`src/rtl/brle_ram.sv`:
```
`default_nettype none
// ----------------------------------------------------------------------------
// brle_ram
// generic single write, single read ram with registered read data
// ----------------------------------------------------------------------------
module brle_ram #(
  parameter int unsigned Width = 8,
  parameter int unsigned Depth = 16
) (
  input  wire logic                     clk_i,
  input  wire logic                     we_i,
  input  wire logic [$clog2(Depth)-1:0] waddr_i,
  input  wire logic [Width-1:0]         wdata_i,
  input  wire logic                     re_i,
  input  wire logic [$clog2(Depth)-1:0] raddr_i,
  output logic      [Width-1:0]         rdata_o
);

  logic [Width-1:0] mem_q [Depth];
  logic [Width-1:0] rdata_q;

  always_ff @(posedge clk_i) begin
    if (we_i) begin
      mem_q[waddr_i] <= wdata_i;
    end
    if (re_i) begin
      rdata_q <= mem_q[raddr_i];
    end
  end

  assign rdata_o = rdata_q;

endmodule : brle_ram
`default_nettype wire

```
`config.mk`:
```
export PLATFORM = sky130hd
export DESIGN_NAME = brle_ram
export DESIGN_NICKNAME = d
export VERILOG_FILES = /design/src/rtl/brle_ram.sv
export SDC_FILE = /design/constraint.sdc
export NUM_CORES = 1
export LEC_CHECK = 0
export BUFFER_PORTS_ARGS = -buffer_cell sky130_fd_sc_hd__buf_2
export CAP_MARGIN = 15
export CORE_UTILIZATION = 50
export DETAILED_ROUTE_END_ITERATION = 12
export PLACE_DENSITY = 0.74
export SLEW_MARGIN = 5
export SYNTH_ARGS = -nofsm -noshare
export SYNTH_HDL_FRONTEND = slang
export SYNTH_SLANG_ARGS = --single-unit
```
`constraint.sdc`:
```
create_clock -name clk_i -period 1.8 [get_ports clk_i]
set_input_delay 0.36 -clock clk_i [delete_from_list [all_inputs] [get_ports clk_i]]
set_output_delay 0.36 -clock clk_i [all_outputs]
set_load 0.05 [all_outputs]
```
### Word-level counts from Yosys, hierarchy flattened

Memories as Yosys holds them, arrays and structs flattened. A register that Yosys moved wholly into a read port is not among the register bits.
Cells that the tools add are included.

* mux-type cells: 2

Operators by type and width (count)
* two-way mux 1 bit: 2

* output and inout bits: 8
* memories kept: 1
* RAM bits: 128
* register bits after elaboration: 0
* bits of input ports: 19

Memory list
* mem_q: words 16, bits a word 8, rd ports 1, clocked after Yosys merged registers in 1, wr ports 1, line 19 `logic [Width-1:0] mem_q [Depth];`

### Depth between registers and ports, before layout

* depth after elaboration: 2
* depth in mapped cells: 5
* depth with buffers taken out: 3

### Worst setup path after synthesis

No wires, ideal clock.

* path type: input-to-reg
* start: in waddr_i[2]
* end: mem mem_q[0][0], enable pin
* path buffers: 0
* arrival: 1470 ps
* path slack: -53 ps
* stages: 2
* data required time: 1417 ps
* cells stage by stage: or3b_2 -> nor3_1

RTL lines
* start: declaration: line 12 `input wire logic [$clog2(Depth)-1:0] waddr_i,`
* end: declaration: line 19

Straight into the memory's write port.

### Worst setup path in the final report

* start: reg rdata_q[7] (netlist: rdata_o[7]), read port of mem_q
* end: out rdata_o[7]

RTL lines
* start: declaration: line 20 `logic [Width-1:0] rdata_q;`
* end: declaration: line 16 `output logic [Width-1:0] rdata_o`

No word-level cell between the ends.

==> results.py <==
metrics = {
    "placed_design": {
        "port_buffers": 26,
        "detailed_place_hpwl_um": 6215,
        "place_area_mm2": 0.005680,
        "place_ws_ps": -139.6,
        "gp_congestion": 0.7077,
        "dp.cells": 403,
    },
    "yosys": {
        "yosysUniqueCellTypes": 18,
        "avgSynthCellArea_um2": 22.83,
        "ys_warn_count": 0,
        "ys_ff_latch": 136,
        "yosysSeqAreaShare_pct": 78.12,
        "syn_nets": 248,
        "postSynthCellCount": 229,
        "mappedNetlistArea_mm2": 0.005228,
    },
    "critical_path": {
        "cp_slowest_cell": "edfxtp_1",
        "cp_max_fo": 1,
        "cp_top_family": "flip-flops",
        "criticalPathCategory": "reg -> out",
        "cp_num_buf_inv": 1,
        "start_kind": "flip-flop",
        "critical_path.endpoint_type": "primary output",
        "cp.required_ps": 1440,
        "path_cells": "buf_2",
        "cp_data_arrival_time_ps": 1160,
        "cp_slowest_stage_delay_ps": 410,
    },
    "clocking": {
        "cts_tree": "built",
        "cts-root-buf": "clkbuf_8",
        "cts_hold_buf": 0,
        "cts.sinks": 136,
        "post-cts-setup-buffers": 0,
        "clk_path_buf_depth": 2,
        "cts_inserted_buffers": 17,
        "cts.repair.resized": 0,
        "cts_max_level": 4,
        "insertion_delay_ps": 520,
        "clk_pin_slew_ps": 60,
    },
    "cells_and_area": {
        "area_delta_synth_final_pct": 20.13,
        "layout.cells.non_filler": 435,
        "layout-drive-gt1-share_pct": 32.45,
        "final_nets": 308,
        "finalInstanceArea_mm2": 0.006280,
        "antenna_cells": 0,
    },
    "detailed_routing": {
        "vias": 2503,
        "drc": 0,
        "routed_wirelength_um": 9677,
        "drtAntennaViolNets": 0,
        "drt_pass1_iterations": 4,
        "first_iter_violations": 191,
        "vias_per_cell": 5.754,
        "wl_per_cell_um": 22.25,
    },
    "timing": {
        "setup_slack_ps": 283.2,
        "timing_max_transition_violations_final": 0,
        "worst_pin_slew_ps": 368.5,
        "post-route-period-util_pct": 84.27,
        "final.setup_skew_ps": 10.13,
        "rsz0062_at_grt": "false",
        "fmax_mhz": 659.3,
        "tns_ps": 0,
        "hold_viol_final": 0,
        "setup_violations": 0,
        "slew_headroom_pct": 75.43,
        "min_period_ps": 1517,
    },
    "global_route": {
        "grt_remaining_overflow": 0,
        "grt_pass1_wl_um": 14490,
        "grt_pass1_vias": 2583,
        "grt_use_total_pct": 19.22,
        "grt_max_degree": 21,
        "antenna_found_initial": 0,
    },
    "power": {
        "ir_drop_uv": 659.7,
        "switching_share_pct": 19.96,
        "intPower_uw": 5962,
        "p_clk_share_pct": 46.6,
        "p_sw_uw": 1487,
        "seq_power_share_pct": 48.2,
        "share_comb_of_total_power_pct": 5.2,
        "power_uw": 7448,
        "p_leak_uw": 0.002144,
        "powerDensity_mw_per_mm2": 1186,
    },
    "min_path": {
        "hp-class": "in -> reg",
    },
    "die": {
        "die_h_um": 104.3,
        "fp.coreArea_mm2": 0.009955,
        "die_area_mm2": 0.01087,
        "rows": 36,
        "pin_count": 27,
        "die_x_um": 104.3,
        "start_util_pct": 52.51,
    },
    "run": {
        "max_cap_viol_count": 0,
    },
    "run_status": {
        "status": "finished clean",
    },
}
-- state kept, by name (all words and copies together) (netlist names) --
register / count
mem_q: 128
rdata_o: 8
-- power by group through the flow --
stage          clock, µW  sequential (µW)  combinational, µW
2_1_floorplan          0             3700                180
3_3_place_gp           0             3650                380
3_5_place_dp           0             3660                388
4_1_cts             3520             3590                393
5_1_grt             3640             3590                413
6_report            3470             3590                388
-- path summary, 6_finish.rpt --
path / from / endpoint / slack, ps / depth (start not counted)
worst min-delay path: wdata_i[7] / mem_q[13][7] / 210 / 1
worst max-delay path: rdata_o[7] / rdata_o[7] / 280 / 1
worst min register to register: mem_q[8][3] / rdata_o[3] / 750 / 3
worst max register to register: mem_q[0][5] / rdata_o[5] / 310 / 3
-- stage by stage --
step                      hold slack, ps  util [%]
after floorplan                    458.9         -
after global placement             731.1     57.06
after detailed placement           736.2     57.06
after CTS                          188.9     63.08
after global routing               196.5     63.08
final                              213.3     63.08
-- per-layer routing --
layer / wire length, µm / part of all wire [%] / global-route usage (%) / vias to the layer above
li1: - / - / - / 1098
met1: 4224 / 44 / 24.90 / 1293
met3: 474 / 4.9 / 5.639 / 18
met4: 187 / 1.9 / 9.388 / 0
met2: 4791 / 50 / 30.00 / 94
met5: 0 / 0 / 0 / -
-- cell families (layout without fill, tap and decap cells) --
family	Yosys count	count (layout)	synth area share, %
flops	136	136	78.12
simple gates	35	35	3.136
mux	32	32	14.79
compound gates	16	16	2.298
buf+inv	10	83	1.651
-- Yosys cell counts (all sizes together) --
cell / number / area (µm²)
a22oi: 16 / 120.1
or3b: 1 / 8.760
buf: 7 / 56.30
nor3: 4 / 20.02
and2: 1 / 6.260
nand2: 9 / 33.78
nand3: 1 / 5.000
nor2b: 1 / 6.260
mux4: 32 / 773.2
nand2b: 2 / 12.51
and2b: 1 / 7.510
nand3b: 2 / 15.01
clkdlybuf4s25: 3 / 30.03
edfxtp: 136 / 4084
nor2: 13 / 48.80
-- final cells by class --
| cell class | instances | area (µm²) |
|---|---|---|
| Clock buffer | 19 | 421.7 |
| Clock inverter | 13 | 177.7 |
| Fill cell | 647 | 3675 |
| Multi-Input combinational cell | 83 | 1062 |
| Sequential cell | 136 | 4084 |
| Tap cell | 133 | 166.4 |
| Timing Repair Buffer | 51 | 367.9 |
-- layout by cell type (no fill, tap or decap), drive strengths merged --
master | netlist | final
and2b | 1 | 1
nor2b | 1 | 1
inv | 0 | 1
edfxtp | 136 | 136
clkinvlp | 0 | 2
and2 | 1 | 1
clkinv | 0 | 6
nor3 | 4 | 4
nand3b | 2 | 2
bufinv | 0 | 4
nand2b | 2 | 2
nand2 | 9 | 9
clkbuf | 0 | 19
buf | 7 | 51
nand3 | 1 | 1
a22oi | 16 | 16
mux4 | 32 | 32
or3b | 1 | 1
nor2 | 13 | 13
Power figures use the tool's default switching activity.
